File: src/rtl/fwsc_pkg.sv
// fwsc_pkg: shared types, codes and the byte-wide CRC-32 step for the
// flash write stream CRC checker. No dependencies.
`timescale 1ns / 1ps

package fwsc_pkg;

   // input op codes
   localparam logic [1:0] OP_ARM    = 2'd0;
   localparam logic [1:0] OP_DATA   = 2'd1;
   localparam logic [1:0] OP_STATUS = 2'd2;

   // result kinds
   localparam logic KIND_BYTE    = 1'b0;
   localparam logic KIND_VERDICT = 1'b1;

   // verdict codes
   localparam logic [1:0] VERDICT_OK       = 2'd0;
   localparam logic [1:0] VERDICT_WR_FAIL  = 2'd1;
   localparam logic [1:0] VERDICT_CRC_FAIL = 2'd2;

   // csr register indexes
   localparam int          CSR_IDX_W        = 2;
   localparam logic [1:0]  CSR_BASE_ADDRESS = 2'd0;
   localparam logic [1:0]  CSR_XFER_LENGTH  = 2'd1;
   localparam logic [1:0]  CSR_EXPECTED_CRC = 2'd2;

   localparam logic [31:0] CRC_POLY = 32'hEDB8_8320;

   // result queue depth
   localparam int RSP_DEPTH = 4;
   localparam int RSP_PTR_W = 2;
   localparam int RSP_CNT_W = 3;

   typedef enum logic [1:0] {
      PH_IDLE = 2'd0,
      PH_RECV = 2'd1,
      PH_WAIT = 2'd2
   } phase_type;

   typedef struct packed {
      logic        kind;
      logic [31:0] flash_address;
      logic [7:0]  out_byte;
      logic        write_enable;
      logic        chunk_flush;
      logic [1:0]  verdict;
      logic [31:0] final_crc;
      logic        is_last;
   } rsp_word_type;

   // reflected CRC-32 update by one byte, with pre and post inversion
   function automatic logic [31:0] crc_byte(input logic [31:0] crc, input logic [7:0] b);
      logic [31:0] c;
      c = ~crc;
      c = c ^ {24'd0, b};
      for (int i = 0; i < 8; i++) begin
         c = c[0] ? ((c >> 1) ^ CRC_POLY) : (c >> 1);
      end
      return ~c;
   endfunction

endpackage

File: src/rtl/fwsc_req_if.sv
// fwsc_req_if: input word channel (valid/ready plus request fields).
// Depends on nothing.
`timescale 1ns / 1ps

interface fwsc_req_if;
   logic       valid;
   logic       ready;
   logic [1:0] op;
   logic [7:0] data_byte;
   logic       flash_failed;

   modport source (output valid, output op, output data_byte, output flash_failed,
                   input ready);
   modport sink   (input valid, input op, input data_byte, input flash_failed,
                   output ready);
endinterface

File: src/rtl/fwsc_rsp_if.sv
// fwsc_rsp_if: result word channel (valid/ready plus result fields).
// Depends on nothing.
`timescale 1ns / 1ps

interface fwsc_rsp_if;
   logic        valid;
   logic        ready;
   logic        kind;
   logic [31:0] flash_address;
   logic [7:0]  out_byte;
   logic        write_enable;
   logic        chunk_flush;
   logic [1:0]  verdict;
   logic [31:0] final_crc;
   logic        is_last;

   modport source (output valid, output kind, output flash_address, output out_byte,
                   output write_enable, output chunk_flush, output verdict,
                   output final_crc, output is_last, input ready);
   modport sink   (input valid, input kind, input flash_address, input out_byte,
                   input write_enable, input chunk_flush, input verdict,
                   input final_crc, input is_last, output ready);
endinterface

File: src/rtl/fwsc_rsp_fifo.sv
// fwsc_rsp_fifo: small result queue taking up to two words per cycle.
// Depends on fwsc_pkg and fwsc_rsp_if.
`timescale 1ns / 1ps

module fwsc_rsp_fifo (
   input  logic                 clock,
   input  logic                 reset,
   input  logic [1:0]           push_n,
   input  fwsc_pkg::rsp_word_type push_word0,
   input  fwsc_pkg::rsp_word_type push_word1,
   output logic                 room2,
   fwsc_rsp_if.source           rsp_chan
);
   import fwsc_pkg::*;

   rsp_word_type          mem_ff [RSP_DEPTH];
   logic [RSP_PTR_W-1:0]  wr_ptr_ff, wr_ptr_in;
   logic [RSP_PTR_W-1:0]  rd_ptr_ff, rd_ptr_in;
   logic [RSP_CNT_W-1:0]  count_ff, count_in;
   logic [RSP_PTR_W-1:0]  wr_ptr_p1;
   logic                  pop;
   rsp_word_type          head;

   assign wr_ptr_p1 = wr_ptr_ff + RSP_PTR_W'(1);
   assign pop       = rsp_chan.valid && rsp_chan.ready;
   assign room2     = (count_ff <= RSP_CNT_W'(RSP_DEPTH - 2));

   always_comb begin
      wr_ptr_in = wr_ptr_ff + RSP_PTR_W'(push_n);
      rd_ptr_in = pop ? rd_ptr_ff + RSP_PTR_W'(1) : rd_ptr_ff;
      count_in  = count_ff + RSP_CNT_W'(push_n) - RSP_CNT_W'(pop);
   end

   always_ff @(posedge clock) begin
      if (reset) begin
         wr_ptr_ff <= '0;
         rd_ptr_ff <= '0;
         count_ff  <= '0;
      end else begin
         wr_ptr_ff <= wr_ptr_in;
         rd_ptr_ff <= rd_ptr_in;
         count_ff  <= count_in;
      end
   end

   always_ff @(posedge clock) begin
      if (push_n != 2'd0) begin
         mem_ff[wr_ptr_ff] <= push_word0;
      end
      if (push_n == 2'd2) begin
         mem_ff[wr_ptr_p1] <= push_word1;
      end
   end

   assign head                   = mem_ff[rd_ptr_ff];
   assign rsp_chan.valid         = (count_ff != '0);
   assign rsp_chan.kind          = head.kind;
   assign rsp_chan.flash_address = head.flash_address;
   assign rsp_chan.out_byte      = head.out_byte;
   assign rsp_chan.write_enable  = head.write_enable;
   assign rsp_chan.chunk_flush   = head.chunk_flush;
   assign rsp_chan.verdict       = head.verdict;
   assign rsp_chan.final_crc     = head.final_crc;
   assign rsp_chan.is_last       = head.is_last;

endmodule

File: src/rtl/flash_write_stream_crc_check_top.sv
// flash_write_stream_crc_check_top: CRC-checked byte stream toward flash.
// Depends on fwsc_pkg, fwsc_req_if, fwsc_rsp_if and fwsc_rsp_fifo.
// Path: an accepted word is held in the input register stage, then processed into
//   the result queue once it has room for two words; results appear on rsp_chan.
// Throughput: one request word per cycle while the queue has room for two words;
//   the byte CRC step is combinational and the four-entry queue drains one word per cycle.
// Reset (synchronous, active high): idle, counters and CRC cleared, queue empty.
`timescale 1ns / 1ps

module flash_write_stream_crc_check_top #(
   parameter int CHUNK_BYTES = 1024
) (
   input  logic                             clock,
   input  logic                             reset,
   fwsc_req_if.sink                         req_chan,
   fwsc_rsp_if.source                       rsp_chan,
   input  logic                             csr_wr_en,
   input  logic [fwsc_pkg::CSR_IDX_W-1:0]   csr_index,
   input  logic [31:0]                      csr_wdata
);
   import fwsc_pkg::*;

   localparam int FILL_W = $clog2(CHUNK_BYTES + 1);

   // config registers
   logic [31:0] base_ff, length_ff, exp_crc_ff;

   // input register stage
   logic        s1_valid_ff, s1_valid_in;
   logic [1:0]  s1_op_ff;
   logic [7:0]  s1_byte_ff;
   logic        s1_fail_ff;

   // transfer state
   phase_type          phase_ff, phase_in;
   logic [31:0]        count_ff, count_in;
   logic [FILL_W-1:0]  fill_ff, fill_in;
   logic [31:0]        crc_ff, crc_in;
   logic               failed_ff, failed_in;

   // processing
   logic               room2, advance, accept;
   logic [1:0]         push_n;
   rsp_word_type       word0, word1;
   logic [31:0]        crc_next, count_p1;
   logic [FILL_W-1:0]  fill_p1;
   logic               last, flush, fail_now;

   // Config writes must come only while idle; the block does not enforce this (no interlock).
   always_ff @(posedge clock) begin
      if (reset) begin
         base_ff    <= '0;
         length_ff  <= 32'd1;
         exp_crc_ff <= '0;
      end else if (csr_wr_en) begin
         unique case (csr_index)
            CSR_BASE_ADDRESS: base_ff    <= csr_wdata;
            CSR_XFER_LENGTH:  length_ff  <= csr_wdata;
            CSR_EXPECTED_CRC: exp_crc_ff <= csr_wdata;
            default: ;
         endcase
      end
   end

   // The input stage moves on whenever the queue can take a worst-case pair.
   assign advance        = s1_valid_ff && room2;
   assign req_chan.ready = !s1_valid_ff || room2;
   assign accept         = req_chan.valid && req_chan.ready;

   always_comb begin
      s1_valid_in = s1_valid_ff;
      if (accept) begin
         s1_valid_in = 1'b1;
      end else if (advance) begin
         s1_valid_in = 1'b0;
      end
   end

   always_ff @(posedge clock) begin
      if (reset) begin
         s1_valid_ff <= 1'b0;
      end else begin
         s1_valid_ff <= s1_valid_in;
      end
   end

   always_ff @(posedge clock) begin
      if (accept) begin
         s1_op_ff   <= req_chan.op;
         s1_byte_ff <= req_chan.data_byte;
         s1_fail_ff <= req_chan.flash_failed;
      end
   end

   // Byte-path arithmetic; count stays below length so count+1 fits in 32 bits.
   assign crc_next = crc_byte(crc_ff, s1_byte_ff);
   assign count_p1 = count_ff + 32'd1;
   assign fill_p1  = fill_ff + FILL_W'(1);
   assign last     = (count_p1 == length_ff);
   assign flush    = last || (fill_p1 >= FILL_W'(CHUNK_BYTES));
   assign fail_now = failed_ff || s1_fail_ff;

   // Next state and result words.
   always_comb begin
      phase_in  = phase_ff;
      count_in  = count_ff;
      fill_in   = fill_ff;
      crc_in    = crc_ff;
      failed_in = failed_ff;
      push_n    = 2'd0;
      word0     = '0;
      word1     = '0;

      if (advance) begin
         case (s1_op_ff)
            OP_ARM: begin
               count_in  = '0;
               fill_in   = '0;
               crc_in    = '0;
               failed_in = 1'b0;
               phase_in  = (length_ff != '0) ? PH_RECV : PH_IDLE;
            end
            OP_DATA: begin
               // bytes past the length or outside a transfer are dropped
               if (phase_ff == PH_RECV && count_ff < length_ff) begin
                  crc_in               = crc_next;
                  count_in             = count_p1;
                  fill_in              = flush ? '0 : fill_p1;
                  push_n               = 2'd1;
                  word0.kind           = KIND_BYTE;
                  word0.flash_address  = base_ff + count_ff;
                  word0.out_byte       = s1_byte_ff;
                  word0.write_enable   = !failed_ff;
                  word0.chunk_flush    = flush;
                  word0.is_last        = 1'b1;
                  if (last) begin
                     if (failed_ff) begin
                        // already failed: verdict follows the byte at once
                        word0.is_last   = 1'b0;
                        push_n          = 2'd2;
                        word1.kind      = KIND_VERDICT;
                        word1.verdict   = VERDICT_WR_FAIL;
                        word1.final_crc = crc_next;
                        word1.is_last   = 1'b1;
                        phase_in        = PH_IDLE;
                     end else begin
                        phase_in = PH_WAIT;
                     end
                  end
               end
            end
            OP_STATUS: begin
               if (phase_ff == PH_RECV) begin
                  failed_in = fail_now;
               end else if (phase_ff == PH_WAIT) begin
                  // last chunk's status closes the transfer
                  failed_in       = fail_now;
                  push_n          = 2'd1;
                  word0.kind      = KIND_VERDICT;
                  word0.final_crc = crc_ff;
                  word0.is_last   = 1'b1;
                  if (fail_now) begin
                     word0.verdict = VERDICT_WR_FAIL;
                  end else if (crc_ff != exp_crc_ff) begin
                     word0.verdict = VERDICT_CRC_FAIL;
                  end else begin
                     word0.verdict = VERDICT_OK;
                  end
                  phase_in = PH_IDLE;
               end
            end
            default: ;   // op 3 means nothing
         endcase
      end
   end

   always_ff @(posedge clock) begin
      if (reset) begin
         phase_ff  <= PH_IDLE;
         count_ff  <= '0;
         fill_ff   <= '0;
         crc_ff    <= '0;
         failed_ff <= 1'b0;
      end else begin
         phase_ff  <= phase_in;
         count_ff  <= count_in;
         fill_ff   <= fill_in;
         crc_ff    <= crc_in;
         failed_ff <= failed_in;
      end
   end

   // Result queue: absorbs the byte-plus-verdict pair and output stalls.
   fwsc_rsp_fifo u_rsp_fifo (
      .clock      (clock),
      .reset      (reset),
      .push_n     (push_n),
      .push_word0 (word0),
      .push_word1 (word1),
      .room2      (room2),
      .rsp_chan   (rsp_chan)
   );

endmodule
File: src/flat_wrapper.sv
// flat-port wrapper written by rule: the top's interface ports become plain ports
module flash_write_stream_crc_check_top_flat import fwsc_pkg::*;
#(
   parameter int CHUNK_BYTES = 1024
)
  (clock, reset, csr_wr_en, csr_index, csr_wdata, req_chan_valid, req_chan_op, req_chan_data_byte, req_chan_flash_failed, req_chan_ready, rsp_chan_valid, rsp_chan_kind, rsp_chan_flash_address, rsp_chan_out_byte, rsp_chan_write_enable, rsp_chan_chunk_flush, rsp_chan_verdict, rsp_chan_final_crc, rsp_chan_is_last, rsp_chan_ready);
  fwsc_req_if req_chan_i ();
  fwsc_rsp_if rsp_chan_i ();
  input  logic clock;
  input  logic reset;
  input  logic csr_wr_en;
  input  logic [fwsc_pkg::CSR_IDX_W-1:0] csr_index;
  input  logic [31:0] csr_wdata;
  input wire logic [$bits(req_chan_i.valid)-1:0] req_chan_valid;
  input wire logic [$bits(req_chan_i.op)-1:0] req_chan_op;
  input wire logic [$bits(req_chan_i.data_byte)-1:0] req_chan_data_byte;
  input wire logic [$bits(req_chan_i.flash_failed)-1:0] req_chan_flash_failed;
  output wire logic [$bits(req_chan_i.ready)-1:0] req_chan_ready;
  output wire logic [$bits(rsp_chan_i.valid)-1:0] rsp_chan_valid;
  output wire logic [$bits(rsp_chan_i.kind)-1:0] rsp_chan_kind;
  output wire logic [$bits(rsp_chan_i.flash_address)-1:0] rsp_chan_flash_address;
  output wire logic [$bits(rsp_chan_i.out_byte)-1:0] rsp_chan_out_byte;
  output wire logic [$bits(rsp_chan_i.write_enable)-1:0] rsp_chan_write_enable;
  output wire logic [$bits(rsp_chan_i.chunk_flush)-1:0] rsp_chan_chunk_flush;
  output wire logic [$bits(rsp_chan_i.verdict)-1:0] rsp_chan_verdict;
  output wire logic [$bits(rsp_chan_i.final_crc)-1:0] rsp_chan_final_crc;
  output wire logic [$bits(rsp_chan_i.is_last)-1:0] rsp_chan_is_last;
  input wire logic [$bits(rsp_chan_i.ready)-1:0] rsp_chan_ready;
  assign req_chan_i.valid = req_chan_valid;
  assign req_chan_i.op = req_chan_op;
  assign req_chan_i.data_byte = req_chan_data_byte;
  assign req_chan_i.flash_failed = req_chan_flash_failed;
  assign req_chan_ready = req_chan_i.ready;
  assign rsp_chan_valid = rsp_chan_i.valid;
  assign rsp_chan_kind = rsp_chan_i.kind;
  assign rsp_chan_flash_address = rsp_chan_i.flash_address;
  assign rsp_chan_out_byte = rsp_chan_i.out_byte;
  assign rsp_chan_write_enable = rsp_chan_i.write_enable;
  assign rsp_chan_chunk_flush = rsp_chan_i.chunk_flush;
  assign rsp_chan_verdict = rsp_chan_i.verdict;
  assign rsp_chan_final_crc = rsp_chan_i.final_crc;
  assign rsp_chan_is_last = rsp_chan_i.is_last;
  assign rsp_chan_i.ready = rsp_chan_ready;
  flash_write_stream_crc_check_top #(.CHUNK_BYTES(CHUNK_BYTES)) u_core (.clock(clock), .reset(reset), .req_chan(req_chan_i), .rsp_chan(rsp_chan_i), .csr_wr_en(csr_wr_en), .csr_index(csr_index), .csr_wdata(csr_wdata));
endmodule
File: config.mk
export PLATFORM = sky130hd
export DESIGN_NAME = flash_write_stream_crc_check_top_flat
export DESIGN_NICKNAME = d
export VERILOG_FILES = /design/src/rtl/fwsc_pkg.sv /design/src/rtl/fwsc_req_if.sv /design/src/rtl/fwsc_rsp_if.sv /design/src/rtl/fwsc_rsp_fifo.sv /design/src/rtl/flash_write_stream_crc_check_top.sv /design/src/flat_wrapper.sv
export SDC_FILE = /design/constraint.sdc
export NUM_CORES = 1
export LEC_CHECK = 0
export ABC_AREA = 1
export ABC_CLOCK_PERIOD_IN_PS = 6050
export CAP_MARGIN = 20
export CORE_MARGIN = 2
export CORE_UTILIZATION = 60
export CTS_CLUSTER_DIAMETER = 150
export CTS_CLUSTER_SIZE = 24
export DETAILED_ROUTE_END_ITERATION = 8
export DONT_BUFFER_PORTS = 1
export MAX_ROUTING_LAYER = met4
export PLACE_DENSITY = 0.81
export SLEW_MARGIN = 20
export SYNTH_ARGS = -nofsm -noshare
export SYNTH_HDL_FRONTEND = slang
export SYNTH_SLANG_ARGS = --single-unit
File: constraint.sdc
create_clock -name clock -period 6.05 [get_ports clock]
set_input_delay 0.605 -clock clock [delete_from_list [all_inputs] [get_ports clock]]
set_output_delay 0.605 -clock clock [all_outputs]
set_load 0.05 [all_outputs]
==> flow_metrics.tcl, run 1 <==
set metrics [dict create \
    finalClockSkew_ns 0.0315 \
    cts.hold.buffers_added 0 \
    grt_use_total 0.354 \
    netlist_top_cells_area "dfxtp_1, edfxtp_1, nand2_1" \
    final_common_cell "nand2_1" \
    yosysWarningCount 0 \
    holdWs_ns 0.0471 \
    drc_errors 0 \
    cts.sinks 507 \
    synth_area_per_cell_um2 7.32 \
    wl_per_cell_um 19.8 \
    seq_power_share 0.472 \
    p_sw_uw 3110 \
    ir_worst_vdd_uv 391 \
    drive_gt1_frac 0.0563 \
    ant_nets 0 \
    ios 130 \
    firstDrtPassIters 6 \
    core_um2 45600 \
    die_area_um2 48200 \
    cts-root-to-sink-buffers 3 \
    finalCritPeriodShare 0.807 \
    p_int_uw 4970 \
    tightest_slew_ns 1.21 \
    synthCells 3809 \
    post_cts_resized 0 \
    cp_max_fo 55 \
    yosysSeqAreaShare 0.418 \
    setup_viol 0 \
    finalCriticalPeriod_ns 4.88 \
    nets 3789 \
    finalMaxSlewViolations 0 \
    vias 26044 \
    synth-async-reset-ratio 0 \
    setup.worst_path.end_class "register" \
    via_per_inst 6.08 \
    synthFlopType "dfxtp_1" \
    cts_inserted_buffers 25 \
    multi_input_area_um2 14200 \
    start_util 0.612 \
    clockPowerShare 0.238 \
    grt_max_degree 204 \
    cts-root-buf "clkbuf_16" \
    gp_congestion 1.04 \
    power.leakage_uw 0.0119 \
    fillers 4031 \
    clk_pin_slew_ns 0.10 \
    sw_frac_of_total 0.385 \
    rows 78 \
    yosysTopAreaCell "dfxtp_1" \
    post_cts_buffers 0 \
    min_path_type "input port to register" \
    synth_cell_types 51 \
    p_per_area_nw_per_um2 279 \
    htreeDepth 1 \
    grt_first_pass_wirelength_um 130000 \
    yosys.area.top_type_share 0.256 \
    max_slew_margin 0.204 \
    syn-num-nets 3934 \
    antenna_found_initial 11 \
    hold_violations 0 \
    layout_common_cells "nand2_1, nor2_1, o21ai_0" \
    maxCapViolations 0 \
    max_freq_ghz 0.205 \
    grt_pass1_vias 22844 \
    syn2layout_area_growth_pct 3.95 \
    regArea_um2 11700 \
    report.power.total_uw 8080 \
    rsz0062_at_grt "no" \
    grt_overflow 0 \
    setup_tns_ns 0 \
    synth_edf_count 151 \
    drt-total-wl_um 84800 \
    combPwrFrac 0.290 \
    arrival_ns 5.18 \
    synth_area_um2 27900 \
    drtIter0Drc 3657 \
    die_w_um 220 \
    start_kind "register" \
    die_h_um 220 \
    ys_ff_latch 507 \
    cp.required_ns 6.35 \
    dp_hpwl_um 55300 \
    tritoncts "built" \
    status "completed" \
    critPathKind "register to register" \
    worstSkewPairLatency_ns 0.61 \
    io_buffers 0 \
]
## cell usage after synthesis (all sizes together) (12+ instances only)
cell type / instances
a21oi: 363
buf: 83
clkbuf: 155
dfxtp: 356
edfxtp: 151
ha: 73
inv: 288
nand2: 631
nand3: 354
nand4: 31
nor2: 614
nor3: 12
o21ai: 387
o22ai: 110
or2: 12
xnor2: 45
xor2: 92
## worst max-delay path: stages, from the launching register on
cell and delay (ns):
dfxtp_1 0.54, ha_1 0.34, nand3_1 0.14, nor2_1 0.26, xor2_1 0.25, inv_1 0.07, nand2_1 0.06, nand2_1 0.05
nor2_1 0.08, nand3_1 0.10, nor2_1 0.30, nand4_2 0.16, buf_4 0.25, inv_2 0.27, nand3_1 0.26, nand2_8 0.37
nand2_2 0.43, nand2_1 0.32, buf_12 0.27
## cell families after synthesis
logic type | Yosys count | synth area share
and+or+nand+nor | 1672 | 0.251
adders and majority gates | 75 | 0.0342
buffers and inverters | 529 | 0.0768
xor gates and xnor gates | 139 | 0.0455
DFF | 507 | 0.418
AOI/OAI and AO/OA | 887 | 0.174
## through the flow
step	util	setup WS (ns)	area [µm²]	std cells
2_1_floorplan	-	2.28	27900	3809
3_3_place_gp	0.617	1.46	28100	4232
3_5_place_dp	0.619	1.30	28200	4236
4_1_cts	0.634	1.29	28900	4274
5_1_grt	0.636	0.859	29000	4286
6_report	0.636	1.17	29000	4286
## final timing paths
check / from / end / slack, ns / cells after the start
setup / recovery: u_core.count_ff[1]$_SDFFE_PP0P_ / u_core.u_rsp_fifo.mem_ff[2][18]$_DFFE_PP_ / 1.17 / 18
setup reg to reg: u_core.count_ff[1]$_SDFFE_PP0P_ / u_core.u_rsp_fifo.mem_ff[2][18]$_DFFE_PP_ / 1.17 / 18
hold / removal: reset / u_core.count_ff[25]$_SDFFE_PP0P_ / 0.05 / 1
hold reg to reg: u_core.exp_crc_ff[19]$_SDFFE_PP0P_ / u_core.exp_crc_ff[19]$_SDFFE_PP0P_ / 0.46 / 2
## state kept, by name, indices dropped and copies added, names as in the netlist, named ones only
register and flops:
u_core.exp_crc_ff 32, u_core.count_ff 32, u_core.u_rsp_fifo.count_ff 3, u_core.crc_ff 32
u_core.s1_byte_ff 8, u_core.s1_fail_ff 1, u_core.failed_ff 1, u_core.length_ff 32
u_core.s1_op_ff 2, u_core.base_ff 32, u_core.u_rsp_fifo.wr_ptr_ff 2, u_core.u_rsp_fifo.rd_ptr_ff 2
u_core.s1_valid_ff 1, u_core.u_rsp_fifo.mem_ff 312, u_core.phase_ff 2, u_core.fill_ff 11
## power by group through the flow
stage | Sequential, µW | Combinational [µW] | Clock, µW
floorplan | 3820 | 1860 | 0
global placement | 3880 | 2270 | 0
detailed placement | 3890 | 2310 | 0
CTS | 3810 | 2310 | 1930
global route | 3840 | 2480 | 2050
finish | 3820 | 2340 | 1920
## area by class of cell
type | count | share of cell area
Antenna cell | 11 | 0.000950
Clock buffer | 36 | 0.0230
Clock inverter | 2 | 0.00173
Inverter | 291 | 0.0379
Multi-Input combinational cell | 2773 | 0.489
Sequential cell | 507 | 0.403
Tap cell | 600 | 0.0259
Timing Repair Buffer | 66 | 0.0193
## metal layers
metal  vias to the layer above  routed length [µm]  GRT usage
met2                      1505               36600      0.518
met1                     11953               34400      0.487
met5                         -                   0          -
met4                         0                2900      0.116
li1                      12415                   -          -
met3                       171               10900     0.0796
(Power assumes the default switching activity.)
==> inputs of run 2 (changes only) <==
--- a/config.mk
+++ b/config.mk
@@ -6,10 +6,10 @@
 export NUM_CORES = 1
 export LEC_CHECK = 0
 export ABC_AREA = 1
-export ABC_CLOCK_PERIOD_IN_PS = 6050
+export ABC_CLOCK_PERIOD_IN_PS = 4000
 export CAP_MARGIN = 20
 export CORE_MARGIN = 2
-export CORE_UTILIZATION = 60
+export CORE_UTILIZATION = 58
 export CTS_CLUSTER_DIAMETER = 150
 export CTS_CLUSTER_SIZE = 24
 export DETAILED_ROUTE_END_ITERATION = 8
==> constraint.sdc (replaced) <==
create_clock -name clock -period 4 [get_ports clock]
set_input_delay 0.4 -clock clock [delete_from_list [all_inputs] [get_ports clock]]
set_output_delay 0.4 -clock clock [all_outputs]
set_load 0.05 [all_outputs]
==> flow_metrics.tcl, run 2 (same netlist as run 1, synthesis figures left out) <==
set metrics [dict create \
    setup.worst_path.end_class "register" \
    via_per_inst 6.10 \
    die_h_um 223 \
    drive_gt1_frac 0.0751 \
    cp-startpoint "u_core.count_ff[0]$_SDFFE_PP0P_" \
    cts_inserted_buffers 25 \
    ir_worst_vdd_uv 393 \
    status "completed" \
    path_depth 16 \
    grt_overflow 0 \
    layout_common_cells "nand2_1, nor2_1, o21ai_0" \
    setup_viol 0 \
    crit_chain "ha_2 -> nand2_2 -> nor2_4 -> nand2_2 -> nor2_4 -> xnor3_1 -> nor2_1 -> nand2_1 -> nor2_2 -> nand4_2 -> inv_2 -> nand3_1 -> nand2_8 -> buf_12 -> nand3_1 -> o21ai_0" \
    io_buffers 0 \
    fin_area_um2 30200 \
    nets 3907 \
    ant_nets 0 \
    finalClockSkew_ns 0.0466 \
    rows 80 \
    finalCritPeriodShare 0.931 \
    wl_per_cell_um 19.9 \
    min_path_type "input port to register" \
    top_register "u_core.u_rsp_fifo.mem_ff" \
    place_area_um2 28800 \
    max_freq_ghz 0.268 \
    setup_tns_ns 0 \
    rrSetupSlack_ns 0.27 \
    grt_max_degree 153 \
    gp_congestion 1.07 \
    firstDrtPassIters 6 \
    cts.sinks 507 \
    grt_first_pass_wirelength_um 134000 \
    power.leakage_uw 0.0125 \
    die_area_um2 49800 \
    drtIter0Drc 3557 \
    grt_use_total 0.348 \
    max_stage_delay_ns 0.46 \
    p_per_area_nw_per_um2 420 \
    clk_pin_slew_ns 0.10 \
    start_kind "register" \
    finalMaxSlewViolations 0 \
    vias 26975 \
    r2r.worst_path.cells 16 \
    antenna_found_initial 8 \
    numPlacedInstances 4323 \
    final_common_cell "nand2_1" \
    dp_hpwl_um 56400 \
    holdWs_ns 0.00806 \
    drt-total-wl_um 87900 \
    maxCapViolations 0 \
    htreeDepth 1 \
    critPathSlowestCell "dfxtp_1" \
    arrival_ns 4.18 \
    layout.cells.non_filler 4425 \
    critPathKind "register to register" \
    crit_family "simple AND/OR/NAND/NOR gates" \
    tritoncts "built" \
    largest_reg_flops 312 \
    cts-root-buf "clkbuf_16" \
    start_util 0.586 \
    grt_pass1_vias 24268 \
    tightest_slew_ns 1.12 \
    worstSkewPairLatency_ns 0.62 \
    timing.rr.start "u_core.count_ff[0]$_SDFFE_PP0P_" \
    cp.required_ns 4.45 \
    finalCriticalPeriod_ns 3.73 \
    r2r-end "u_core.u_rsp_fifo.mem_ff[2][13]$_DFFE_PP_" \
    hold_violations 0 \
    fin_util 0.634 \
    critPathBufInv 2 \
    die_w_um 223 \
    drc_errors 0 \
    worstSetupEndpoint "u_core.u_rsp_fifo.mem_ff[2][13]$_DFFE_PP_" \
    cp_max_fo 88 \
    cts-root-to-sink-buffers 3 \
    ios 130 \
    rsz0062_at_grt "no" \
    syn2layout_area_growth_pct 8.21 \
    max_slew_margin 0.248 \
    core_um2 47500 \
]
-- run 2: per-layer routing --
layer  vias up  wire, µm  track usage
met4         0      4410        0.154
met2      1565     39400        0.540
met1     12466     34900        0.450
li1      12659         -            -
met3       285      9240       0.0591
met5         -         0            -
-- run 2: timing repair --
action / CTS / global route
setup buffers: 0 / 0
hold buffers: 44 / 0
resized for setup: 0 / 11
endpoints found under the setup margin: 0 / 210
hold endpoints to repair: 152 / 0
-- run 2: cell type report --
type / instances / area [µm²]
diodes: 14 / 35.0
clock buffers: 39 / 678
clock inverters: 2 / 50.0
fillers: 4149 / 17400
inverters: 291 / 1100
multi-input cells: 2773 / 14100
flip-flops and latches: 507 / 11700
well taps: 615 / 769
repair buffers: 184 / 1730
-- run 2: worst min-delay path by stage --
stage | start | to | slack, ns | cells after the start
after floorplan | u_core.exp_crc_ff[10]$_SDFFE_PP0P_ | u_core.exp_crc_ff[10]$_SDFFE_PP0P_ | 0.44 | 2
after detailed placement | u_core.exp_crc_ff[22]$_SDFFE_PP0P_ | u_core.exp_crc_ff[22]$_SDFFE_PP0P_ | 0.45 | 2
after global routing | csr_wdata[14] | u_core.length_ff[14]$_SDFFE_PP0P_ | 0.01 | 2
after global placement | u_core.exp_crc_ff[22]$_SDFFE_PP0P_ | u_core.exp_crc_ff[22]$_SDFFE_PP0P_ | 0.45 | 2
after CTS | csr_wdata[1] | u_core.exp_crc_ff[1]$_SDFFE_PP0P_ | 0.002 | 2
final | csr_wdata[19] | u_core.length_ff[19]$_SDFFE_PP0P_ | 0.008 | 2
-- run 2: stage by stage --
stage	setup WS, ns	power (µW)
after floorplan	0.234	8580
after detailed placement	0.250	9740
final	0.275	12700
after global routing	0.0324	13100
after global placement	0.324	9700
after CTS	0.209	12600
-- run 2: power breakdown --
part | switching, µW | internal (µW) | leakage [µW] | total [µW]
Clock | 1720 | 1200 | 0.000346 | 2920
Sequential | 182 | 5530 | 0.00421 | 5710
Combinational | 2900 | 1140 | 0.00790 | 4040
Total | 4800 | 7870 | 0.0125 | 12700
-- run 2: worst reg2reg max path, stage by stage, from the launching register on --
cell     delay (ns)
dfxtp_1        0.46
ha_2           0.29
nand2_2        0.09
nor2_4         0.19
nand2_2        0.11
nor2_4         0.21
xnor3_1        0.26
nor2_1         0.13
nand2_1        0.11
nor2_2         0.22
nand4_2        0.22
inv_2          0.13
nand3_1        0.20
nand2_8        0.25
buf_12         0.35
nand3_1        0.19
o21ai_0        0.16
